[src/hw/rtl/ilid_pkg.sv]
// Shared types and codes for the indexed ordered list.
// No dependencies; imported by the list cells and the top level.
package ilid_pkg;

  localparam int unsigned DATA_W = 32;

  typedef enum logic [1:0] {
    OP_INSERT = 2'd0,
    OP_DELETE = 2'd1,
    OP_READ   = 2'd2
  } opcode_t;

  typedef enum logic [1:0] {
    ST_OK    = 2'd0,
    ST_FULL  = 2'd1,
    ST_EMPTY = 2'd2
  } status_t;

  // Broadcast from the list controller to every cell
  typedef struct packed {
    logic                     ins;
    logic                     del;
    logic signed [DATA_W-1:0] value;
  } cell_ctrl_t;

endpackage

[src/hw/rtl/ilid_cell.sv]
// One storage cell of the list row: holds one entry and shifts with its neighbors.
// Depends on ilid_pkg for the broadcast control struct.
module ilid_cell
  import ilid_pkg::*;
#(
  parameter int unsigned AW  = 6,
  parameter int unsigned IDX = 0
) (
  input  logic                     clk,
  input  logic                     en,
  input  cell_ctrl_t               ctrl,
  input  logic [AW-1:0]            pos,
  input  logic signed [DATA_W-1:0] left_d,
  input  logic signed [DATA_W-1:0] right_d,
  output logic signed [DATA_W-1:0] q
);

  logic signed [DATA_W-1:0] data_r;
  logic signed [DATA_W-1:0] data_nxt;
  logic                     above;
  logic                     here;

  assign above = AW'(IDX) > pos;
  assign here  = AW'(IDX) == pos;

  always_comb begin
    data_nxt = data_r;
    if (ctrl.ins) begin
      if (here) begin
        data_nxt = ctrl.value;
      end else if (above) begin
        data_nxt = left_d;
      end
    end else if (ctrl.del) begin
      // close the gap: take the neighbor above
      if (here || above) begin
        data_nxt = right_d;
      end
    end
  end

  always_ff @(posedge clk) begin
    if (en) begin
      data_r <= data_nxt;
    end
  end

  assign q = data_r;

endmodule

[config.mk]
export PLATFORM = sky130hd
export DESIGN_NAME = ilid_cell
export DESIGN_NICKNAME = d
export VERILOG_FILES = /design/src/hw/rtl/ilid_pkg.sv /design/src/hw/rtl/ilid_cell.sv
export SDC_FILE = /design/constraint.sdc
export NUM_CORES = 1
export LEC_CHECK = 0
export ABC_AREA = 1
export BUFFER_PORTS_ARGS = -buffer_cell sky130_fd_sc_hd__buf_2
export CAP_MARGIN = 20
export CORE_MARGIN = 2
export CORE_UTILIZATION = 46
export DETAILED_ROUTE_END_ITERATION = 12
export PLACE_DENSITY = 0.87
export SLEW_MARGIN = 10
export SYNTH_ARGS = -nofsm -noshare
export SYNTH_HDL_FRONTEND = slang
export SYNTH_SLANG_ARGS = --single-unit
[constraint.sdc]
create_clock -name clk -period 5.63 [get_ports clk]
set_clock_uncertainty 0.2 [all_clocks]
set_input_delay 0.2815 -clock clk [delete_from_list [all_inputs] [get_ports clk]]
set_output_delay 0.2815 -clock clk [all_outputs]
set_load 0.1 [all_outputs]
======== After elaboration in Yosys (flattened, before gate mapping) ========
Cells that the tools add are included.
cells by class
  order comparisons ....................... 1
  equality and inequality tests ........... 1
  muxes and demuxes ....................... 5
  reductions and logical operators ........ 5
operator list
  operator                                                                        number
  32-bit two-way mux                                                              5
  1-bit by 6-bit greater-than comparator with 1-bit output, first input constant  1
  6-bit logical NOT                                                               1
  4-bit AND reduction                                                             1
  2-bit nonzero test                                                              2
  3-bit by 1-bit inequality test with 1-bit output, second input constant         1
  1-bit logical OR                                                                1
word-level totals
  register bits ........................... 32
  input bits .............................. 106
  output and inout port bits .............. 32
  word-level logic and storage cells ...... 13

======== Depth between registers and ports, before layout ========
Gate-level depths: netlist of run 1.
  depth after elaboration ................. 5
  gate-level depth with buffers ........... 6
  depth with buffers taken out ............ 5

======== Least setup slack after synthesis of run 1 ========
No wires, ideal clock.
  path type ............................... input -> register
  start ................................... in pos[5]
  end ..................................... reg data_r[0], in the netlist q[0] (enable)
  library setup time ...................... 0.421 ns
  arrival ................................. 2.071 ns
  data required time ...................... 5.009 ns
  setup slack ............................. 2.938 ns
  cell stages on the path ................. 4
  buffers on the path ..................... 1
  cell sequence ........................... nor2_4 > nand3_4 > buf_6 > nor2_1
on the way
  word-level cells in the longest chain between the ends .. 4
  elaborated cells between the ends (all ways) .. 6
  those cells by class .................... order compare: 1; eq/ne: 1; reduce/logical: 4
ends and longest elaborated chain
  what                                                                                           line                              source
  start: declaration                                                                             ilid_cell.sv:12                   input logic [AW-1:0] pos,
  1-bit by 6-bit greater-than comparator with 1-bit output or 6-bit logical NOT (tied branches)  ilid_cell.sv:23, ilid_cell.sv:24
  1-bit logical OR                                                                               ilid_cell.sv:36                   if (here || above) begin
  2-bit nonzero test (no source line)                                                            -
  4-bit AND reduction (no source line) (*)                                                       -
  end signal: assignment                                                                         ilid_cell.sv:44                   data_r <= data_nxt;
  end: declaration                                                                               ilid_cell.sv:18                   logic signed [DATA_W-1:0] data_r;
Every way passes the cells marked *; elsewhere a longest branch is shown, timed or not.
A chain may end at the register's enable or synchronous reset.

======== Worst setup path after layout of run 1 ========
  start ................................... in pos[1]
  end ..................................... reg data_r[3], in the netlist q[3] (enable)
The elaborated chain is that of the path after synthesis.

==> metrics.md, run 1 <==
| Metric | Value |
|---|---|
| Crit path max fanout | `33` |
| CTS root buffer | `clkbuf_8` |
| Max-cap violations | `0` |
| Post-CTS Setup Bufs | `0` |
| Syn_nets | `388` |
| Max FFs per register | `32` |
| Sw Pwr | `0.144 mW` |
| RSZ-0062 raised after global routing | `false` |
| Remaining Overflow, GRT | `0` |
| Inserted Clock Buffers | `5` |
| Die width | `71.5 um` |
| Gates resized, CTS repair | `0` |
| Fraction of final layout cells sized beyond drive strength 1 | `36.6%` |
| Comb pwr share | `19.4%` |
| Max_slew headroom | `40.7%` |
| Startpoint types | `primary input` |
| Die Y | `71.5 um` |
| Post-synthesis sequential area ratio | `45.8%` |
| Antenna Cells | `0` |
| Worst-path clk slew | `0.07 ns` |
| DRT iter0 DRCs | `142` |
| Ports | `138` |
| Initial core utilization | `47.8%` |
| CTS tree | `yes` |
| Mapped Cells | `282` |
| Critical path type | `in -> reg` |
| CP Capture Type | `register` |
| Core box area | `4380 um^2` |
| Power per cell area | `190 nW/um^2` |
| Mapped Area | `2100 um^2` |
| Die Footprint | `5120 um^2` |
| Hold-fix buffers at CTS | `0` |
| P_leak | `1.62 nW` |
| Avg WL per Cell | `11.9 um` |
| Area leader, netlist | `edfxtp_1` |
| Count of yosys warnings during synthesis | `0` |
| Detail Route Antenna Nets | `0` |
| Final Hold Fails | `0` |
| Min-delay worst type | `in -> reg` |
| Total Wirelength | `5450 um` |
| Fin Setup TNS | `0 ns` |
| Global placement routability congestion | `0.824` |
| CTS Buffer Depth | `2` |
| Final net count | `513` |
| Post-synth top area share | `45.8%` |
| Final Critical Period | `2.59 ns` |
| Hold slack | `0.0739 ns` |
| H-tree levels | `2` |
| Slew Limit Fails | `0` |
| First-pass GRT wire length | `8580 um` |
| Yosys cell types | `13` |
| Post-DP HPWL | `3950 um` |
| Vias | `2234` |
| All-layer global routing usage | `21.0%` |
| Simple-Gate Fraction of Synth Area | `37.0%` |
| Via/cell ratio | `4.87` |
| Power share of the sequential group | `49.5%` |
| Multiplexer area fraction after synthesis | `0%` |
| PnR Total Power | `0.537 mW` |
| Critical Path AT | `2.29 ns` |
| Largest cells by area after synthesis | `edfxtp_1, nand2_1, inv_1` |
| CP required | `5.33 ns` |
| IO buf count | `137` |
| Initial antenna violation count | `0` |
| Synth Area in Compound Gates | `0.239%` |
| Syn_area_per_cell | `7.44 um^2` |
| CTS sink cnt | `32` |
| Post-synthesis adder-cell area fraction | `0%` |
| DR pass1 iterations | `4` |
| Pin count of the biggest net entering global routing | `35` |
| P&R area growth vs syn | `34.5%` |
| Status | `finished, final reports clean` |
| Combinational family with the most area after synthesis | `simple AND/OR/NAND/NOR gates` |
| Final setup vio count | `0` |
| Worst-margin pin slew | `0.887 ns` |
| Yosys reg bits | `32` |
| Peak Freq | `386 MHz` |
| Row cnt | `24` |
| Worst vdd ir | `0.0976 mV` |
| Clock network power share | `31.1%` |
| Internal | `0.393 mW` |
| DRC | `0` |
| Vias in the first global route | `2100` |
| Switching share of power | `26.7%` |
| Post-Synth XOR/XNOR Area | `0%` |
| Tcrit/Tclk final | `46.1%` |
==> cell usage after synthesis (all sizes together) <==
cell type and count:
buf 17, clkbuf 2, edfxtp 32, inv 65, nand2 96, nand3 33, nand4 32, nor2 4
o21ai 1
==> routing by layer <==
metal | share of wire, % | vias up | global-route usage [%] | routed length (um)
met5 | 0 | - | 0 | 0
met4 | 2.2 | 0 | 9.43 | 121
met3 | 8.9 | 13 | 4.22 | 484
met2 | 50 | 105 | 38.1 | 2730
met1 | 39 | 973 | 23.6 | 2120
li1 | - | 1143 | - | -
==> critical path, cell delays in order <==
cell,delay [ns]
buf_2,0.11
nor2_4,0.58
nand3_4,0.47
nor2_4,0.83
==> power groups by stage <==
stage / sequential (mW) / combinational [mW] / clock (mW)
floorplan: 0.280 / 0.0508 / 0
global route: 0.266 / 0.117 / 0.174
global placement: 0.271 / 0.102 / 0
detailed placement: 0.271 / 0.103 / 0
finish: 0.266 / 0.104 / 0.167
CTS: 0.266 / 0.104 / 0.166
==> cell usage in the layout, fill, tap and decap left out <==
| master | count |
|---|---|
| buf_2 | 137 |
| clkbuf_1 | 1 |
| clkbuf_8 | 5 |
| clkinv_2 | 1 |
| edfxtp_1 | 32 |
| inv_1 | 64 |
| inv_2 | 1 |
| nand2_1 | 96 |
| nand3_1 | 32 |
| nand3_4 | 1 |
| nand4_1 | 32 |
| nor2_4 | 4 |
| o21ai_0 | 1 |
==> kinds of logic after synthesis <==
family | Yosys count
buffers and inverters | 84
flip-flops | 32
AND/OR/NAND/NOR | 165
AO/OA/AOI/OAI | 1
==> metrics by stage <==
step	std cells	worst slack (ns)	cell area, um^2	util, %
finish	459	3.04	2820	64.4
global route	459	2.81	2820	64.4
CTS	459	3.03	2820	64.4
detailed placement	452	2.74	2740	62.6
global placement	452	2.85	2740	62.6
floorplan	282	2.94	2100	-
==> path summary, 6_finish.rpt <==
| kind | startpoint | endpoint | slack (ns) | cells past startpoint |
|---|---|---|---|---|
| setup / recovery | pos[1] | q[3]$_DFFE_PP_ | 3.04 | 4 |
| hold / removal | right_d[18] | q[18]$_DFFE_PP_ | 0.07 | 3 |
==> area by class of cell <==
cell class / count / area [um^2]
Sequential cell: 32 / 961
Clock inverter: 1 / 5.00
Clock buffer: 6 / 72.6
Fill cell: 400 / 1560
Timing Repair Buffer: 137 / 686
Inverter: 65 / 244
Multi-Input combinational cell: 166 / 788
Tap cell: 52 / 65.1
No activity file was read; power rests on OpenSTA's default activity.
==> run 2, diff against run 1 <==
Settings changed: CORE_UTILIZATION 46 to 42, PLACE_DENSITY 0.87 to 0.8.
Clock period 5.63 ns to 2.4 ns, I/O delays scaled along.
==> run 2 against run 1 <==
Sequential cell count unchanged. Via count increased by 10%. Clock-buffer cell count unchanged. Wire length increased by 22%.
==> metrics.md, run 2 (synthesis gave the netlist of run 1 again) <==
| Metric | Value |
|---|---|
| Status | `finished, final reports clean` |
| WP buf/inv | `1 (unchanged)` |
| First-pass GRT wire length | `10000 um (+17%)` |
| Fin area | `3210 um^2 (+14%)` |
| Tcrit/Tclk final | `56.8%` |
| Final Critical Period | `1.36 ns` |
| Max-cap violations | `0 (unchanged)` |
| IO buf count | `137 (unchanged)` |
| Footprint of the multi-input gates | `788 um^2 (unchanged)` |
| Worst vdd ir | `0.178 mV (+83%)` |
| All-layer global routing usage | `23.6% (+2.6 points)` |
| Die Y | `74.7 um (+4.4%)` |
| Crit path max fanout | `1 (-97%)` |
| Global placement routability congestion | `0.885 (+7.4%)` |
| Top delay family on crit path | `buffers and inverters` |
| Number of fill cells | `391 (-2.3%)` |
| Most frequent cells in the layout | `buf_2, nand2_1, inv_1` |
| Initial antenna violation count | `0 (unchanged)` |
| Startpoint types | `register` |
| Antenna Cells | `0 (unchanged)` |
| Crit path cell chain | `buf_2` |
| Vias | `2468 (+10%)` |
| PnR worst setup slack | `1.04 ns (-2.00 ns)` |
| Max FFs per register | `32 (unchanged)` |
| Row cnt | `25 (+4.2%)` |
| Avg WL per Cell | `12.9 um (+8.9%)` |
| DR pass1 iterations | `5 (+1)` |
| Final setup vio count | `0 (unchanged)` |
| CP max stage delay | `0.43 ns (-0.40 ns)` |
| Final Hold Fails | `0 (unchanged)` |
| Hold endpoint | `q[22]$_DFFE_PP_` |
| Power per cell area | `401 nW/um^2 (+110%)` |
| Remaining Overflow, GRT | `0 (unchanged)` |
| Gates resized, CTS repair | `0 (unchanged)` |
| Ports | `138 (unchanged)` |
| Via/cell ratio | `4.82 (-0.96%)` |
| Initial core utilization | `44.1% (-3.7 points)` |
| Max_slew headroom | `61.9% (+21 points)` |
| Final net count | `551 (+7.4%)` |
| Min-delay worst type | `in -> reg` |
| CTS root buffer | `clkbuf_8` |
| Detail Route Antenna Nets | `0 (unchanged)` |
| Total Wirelength | `6630 um (+22%)` |
| Fraction of final layout cells sized beyond drive strength 1 | `34.8% (-1.8 points)` |
| Post-placement cell area | `2810 um^2 (+2.3%)` |
| Post-DP HPWL | `4080 um (+3.3%)` |
| Commonest non-fill, non-tap cell in the layout | `buf_2` |
| Final Core Density | `67.4% (+3.1 points)` |
| Critical Path AT | `1.04 ns (-1.25 ns)` |
| Worst hold start | `left_d[22]` |
| CTS Buffer Depth | `2 (unchanged)` |
| CTS sink cnt | `32 (unchanged)` |
| Peak Freq | `733 MHz` |
| Post-CTS Setup Bufs | `0 (unchanged)` |
| Critical path type | `reg -> out` |
| RSZ-0062 raised after global routing | `false` |
| Worst setup path startpoint | `q[1]$_DFFE_PP_` |
| Slowest CP cell | `buf_2` |
| DRC | `0 (unchanged)` |
| Die Footprint | `5570 um^2 (+9.0%)` |
| P_leak | `1.78 nW (+10%)` |
| Worst-margin pin slew | `0.571 ns (-0.316 ns)` |
| DRT iter0 DRCs | `134 (-5.6%)` |
| Core box area | `4750 um^2 (+8.4%)` |
| Post-placement setup slack | `0.835 ns (-1.91 ns)` |
| Fin Setup TNS | `0 ns (unchanged)` |
| Die width | `74.7 um (+4.4%)` |
| Inserted Clock Buffers | `5 (unchanged)` |
| Worst-path clk slew | `0.06 ns (about the same)` |
| PnR Total Power | `1.29 mW (+140%)` |
| Pin count of the biggest net entering global routing | `34 (-2.9%)` |
| CP Capture Type | `primary output` |
| Hold depth | `5 (+2)` |
| H-tree levels | `2 (unchanged)` |
| Vias in the first global route | `2410 (+15%)` |
| CP required | `2.08 ns (-3.25 ns)` |
| Slew Limit Fails | `0 (unchanged)` |
| Storage element area | `961 um^2 (unchanged)` |
| CTS tree | `yes` |
| P&R area growth vs syn | `52.9%` |
==> run 2: cell count changes in the layout (fill, tap and decap cells not counted) <==
cell	change
buf_4	+6
dlygate4sd3_1	+32
==> run 2: through the flow <==
stage	hold slack (ns)	cells
finish	0.0230	512
global placement	0.192	473
floorplan	0.106	282
detailed placement	0.194	473
global route	0.0215	512
CTS	0.0186	512
==> run 2: metal layers <==
metal	up-vias	wire length, um	track usage, %
li1	1218	-	-
met2	130	3440	43.7
met5	-	0	0
met3	12	453	4.42
met1	1108	2610	26.2
met4	0	129	10.7
==> run 2: area by class of cell <==
class                           count  area share (%)
Clock buffer                        6            2.26
Clock inverter                      1           0.156
Inverter                           65            7.61
Multi-Input combinational cell    166            24.6
Sequential cell                    32            30.0
Tap cell                           67            2.62
Timing Repair Buffer              175            32.8
==> run 2: timing repair <==
item                                   in CTS  in global routing
endpoints found under the hold margin      32                  0
hold buffers                               32                  0
setup endpoints to repair                   0                  0
==> run 2: report_power, final <==
part	internal, mW	leakage [nW]	total (mW)	switching [mW]
clock	0.197	0.0410	0.366	0.170
combinational	0.141	1.46	0.297	0.155
sequential	0.623	0.278	0.624	0.000760
total	0.961	1.78	1.29	0.326
==> run 2: worst max-delay path by stage <==
| stage | end | slack (ns) | cells after the start |
|---|---|---|---|
| after floorplan | q[0]$_DFFE_PP_ | 0.42 | 4 |
| after global placement | q[27]$_DFFE_PP_ | 0.87 | 5 |
| after detailed placement | q[27]$_DFFE_PP_ | 0.83 | 5 |
| after CTS | q[22] | 1.03 | 1 |
| after global routing | q[27] | 1.00 | 1 |
| final | q[1] | 1.04 | 1 |
==> run 3, diff against run 2 <==
Settings changed: CORE_UTILIZATION 42 to 38, PLACE_DENSITY 0.8 to 0.76.
Clock period 2.4 ns to 1.2 ns, I/O delays scaled along.
==> run 3 against run 2 <==
Cell area increased by 35%. Die area increased by 9.9%. Global-route usage increased by 5.8 points. Final cell count increased by 13%. Sequential cell count unchanged. Sequential share of layout area decreased by 7.8 points. Core utilization increased by 13 points. Combinational power increased to 2.7 times the previous value. Non-clock buffer count increased by 59. First-iteration DRC count increased by 5.2%.
==> metrics.md, run 3 (synthesis gave the netlist of run 1 again) <==
| Metric | Value |
|---|---|
| Status | `finished, final reports clean` |
| P&R area growth vs syn | `107%` |
| Pin count of the biggest net entering global routing | `33 (-2.9%)` |
| H-tree levels | `2 (unchanged)` |
| CP Capture Type | `register` |
| Power per cell area | `650 nW/um^2 (+62%)` |
| Min-delay worst type | `in -> reg` |
| CTS sink cnt | `32 (unchanged)` |
| Startpoint types | `primary input` |
| Detail Route Antenna Nets | `0 (unchanged)` |
| Footprint of the multi-input gates | `788 um^2 (unchanged)` |
| DR pass1 iterations | `4 (-1)` |
| Final Hold Fails | `0 (unchanged)` |
| Die Footprint | `6130 um^2 (+9.9%)` |
| Post-placement cell area | `3390 um^2 (+21%)` |
| Total Wirelength | `8840 um (+33%)` |
| Final net count | `610 (+11%)` |
| Ports | `138 (unchanged)` |
| First-pass GRT wire length | `13800 um (+37%)` |
| Initial antenna violation count | `0 (unchanged)` |
| Core box area | `5410 um^2 (+14%)` |
| Number of fill cells | `334 (-15%)` |
| Die width | `78.3 um (+4.9%)` |
| P_leak | `2.26 nW (+27%)` |
| Storage element area | `961 um^2 (unchanged)` |
| Row cnt | `27 (+8.0%)` |
| Tcrit/Tclk final | `99.3%` |
| All-layer global routing usage | `29.4% (+5.8 points)` |
| Most frequent cells in the layout | `buf_2, nand2_1, dlygate4sd3_1` |
| Initial core utilization | `38.8% (-5.3 points)` |
| Fin Setup TNS | `0 ns (unchanged)` |
| Fin area | `4340 um^2 (+35%)` |
| Max-cap violations | `0 (unchanged)` |
| Commonest non-fill, non-tap cell in the layout | `buf_2` |
| CP required | `1.04 ns (-1.04 ns)` |
| Vias | `2829 (+15%)` |
| Final setup vio count | `0 (unchanged)` |
| Global placement routability congestion | `0.846 (-4.4%)` |
| Worst-path clk slew | `0.07 ns (about the same)` |
| Remaining Overflow, GRT | `0 (unchanged)` |
| Max_slew headroom | `62.2% (+0.33 points)` |
| Slew Limit Fails | `0 (unchanged)` |
| DRT iter0 DRCs | `141 (+5.2%)` |
| Inserted Clock Buffers | `5 (unchanged)` |
| Crit path max fanout | `1 (unchanged)` |
| Avg WL per Cell | `15.3 um (+18%)` |
| Fraction of final layout cells sized beyond drive strength 1 | `31.7% (-3.1 points)` |
| Worst vdd ir | `0.484 mV (+170%)` |
| Hold slack | `0.0124 ns (-0.0106 ns)` |
| Post-DP HPWL | `5060 um (+24%)` |
| CTS root buffer | `clkbuf_8` |
| Via/cell ratio | `4.89 (+1.5%)` |
| Peak Freq | `839 MHz` |
| Max FFs per register | `32 (unchanged)` |
| Final Critical Period | `1.19 ns` |
| CTS Buffer Depth | `2 (unchanged)` |
| DRC | `0 (unchanged)` |
| Post-CTS Setup Bufs | `0 (unchanged)` |
| Worst-margin pin slew | `0.566 ns (-0.00491 ns)` |
| Critical path type | `in -> reg` |
| Critical Path AT | `1.03 ns (about the same)` |
| IO buf count | `137 (unchanged)` |
| Vias in the first global route | `3043 (+26%)` |
| Die Y | `78.3 um (+4.9%)` |
| CTS tree | `yes` |
-- run 3: cell types whose count changed in the layout (fill, tap and decap cells not counted), moves of 3 or more --
cell,before,now
dlymetal6s4s_1,0,3
buf_4,6,11
dlygate4sd3_1,32,85
buf_2,137,100
buf_12,0,35
-- run 3: layout make-up --
type | count | share of cell area [%]
diodes | 1 | 0.0577
clock buffers | 5 | 1.59
clock inverters | 3 | 0.317
inverters | 65 | 5.62
multi-input cells | 166 | 18.2
flip-flops and latches | 32 | 22.1
well taps | 72 | 2.08
repair buffers | 234 | 50.0
-- run 3: path summary, 6_finish.rpt --
kind / from / to / cells past startpoint
min: ctrl[14] / q[14]$_DFFE_PP_ / 5
max: ctrl[20] / q[20]$_DFFE_PP_ / 6
-- run 3: power breakdown --
group | total, mW | switching (mW) | leakage, nW | internal (mW)
registers | 1.25 | 0.00468 | 0.278 | 1.25
logic | 0.799 | 0.364 | 1.94 | 0.435
clock network | 0.773 | 0.380 | 0.0453 | 0.393
total | 2.82 | 0.748 | 2.26 | 2.07
-- run 3: layer usage --
| metal | vias up | wire length [um] | track usage (%) | part of all wire, % |
|---|---|---|---|---|
| li1 | 1339 | - | - | - |
| met1 | 1266 | 2880 | 26.0 | 33 |
| met3 | 53 | 622 | 5.86 | 7.0 |
| met2 | 171 | 4790 | 58.0 | 54 |
| met4 | 0 | 548 | 20.9 | 6.2 |
| met5 | - | 0 | 0 | 0 |
-- run 3: through the flow --
step                std cells  total power [mW]  utilization, %  setup WS, ns
global route              577              2.95            80.3       -0.0158
global placement          486              1.81            62.8        -0.137
floorplan                 282              1.55               -        -0.365
finish                    578              2.82            80.3       0.00789
CTS                       581              2.83            80.4        0.0160
detailed placement        486              1.83            62.8        -0.191
-- run 3: critical path, cell delays in order --
cell and delay (ns):
dlygate4sd3_1 0.57, buf_2 0.14, inv_1 0.04, nand4_1 0.09, nand3_1 0.08, nand2_1 0.05
-- run 3: timing repair --
item,in CTS,in global routing
resized for setup,0,4
setup endpoints to repair,0,9
hold endpoints to repair,32,1
hold buffers,87,1
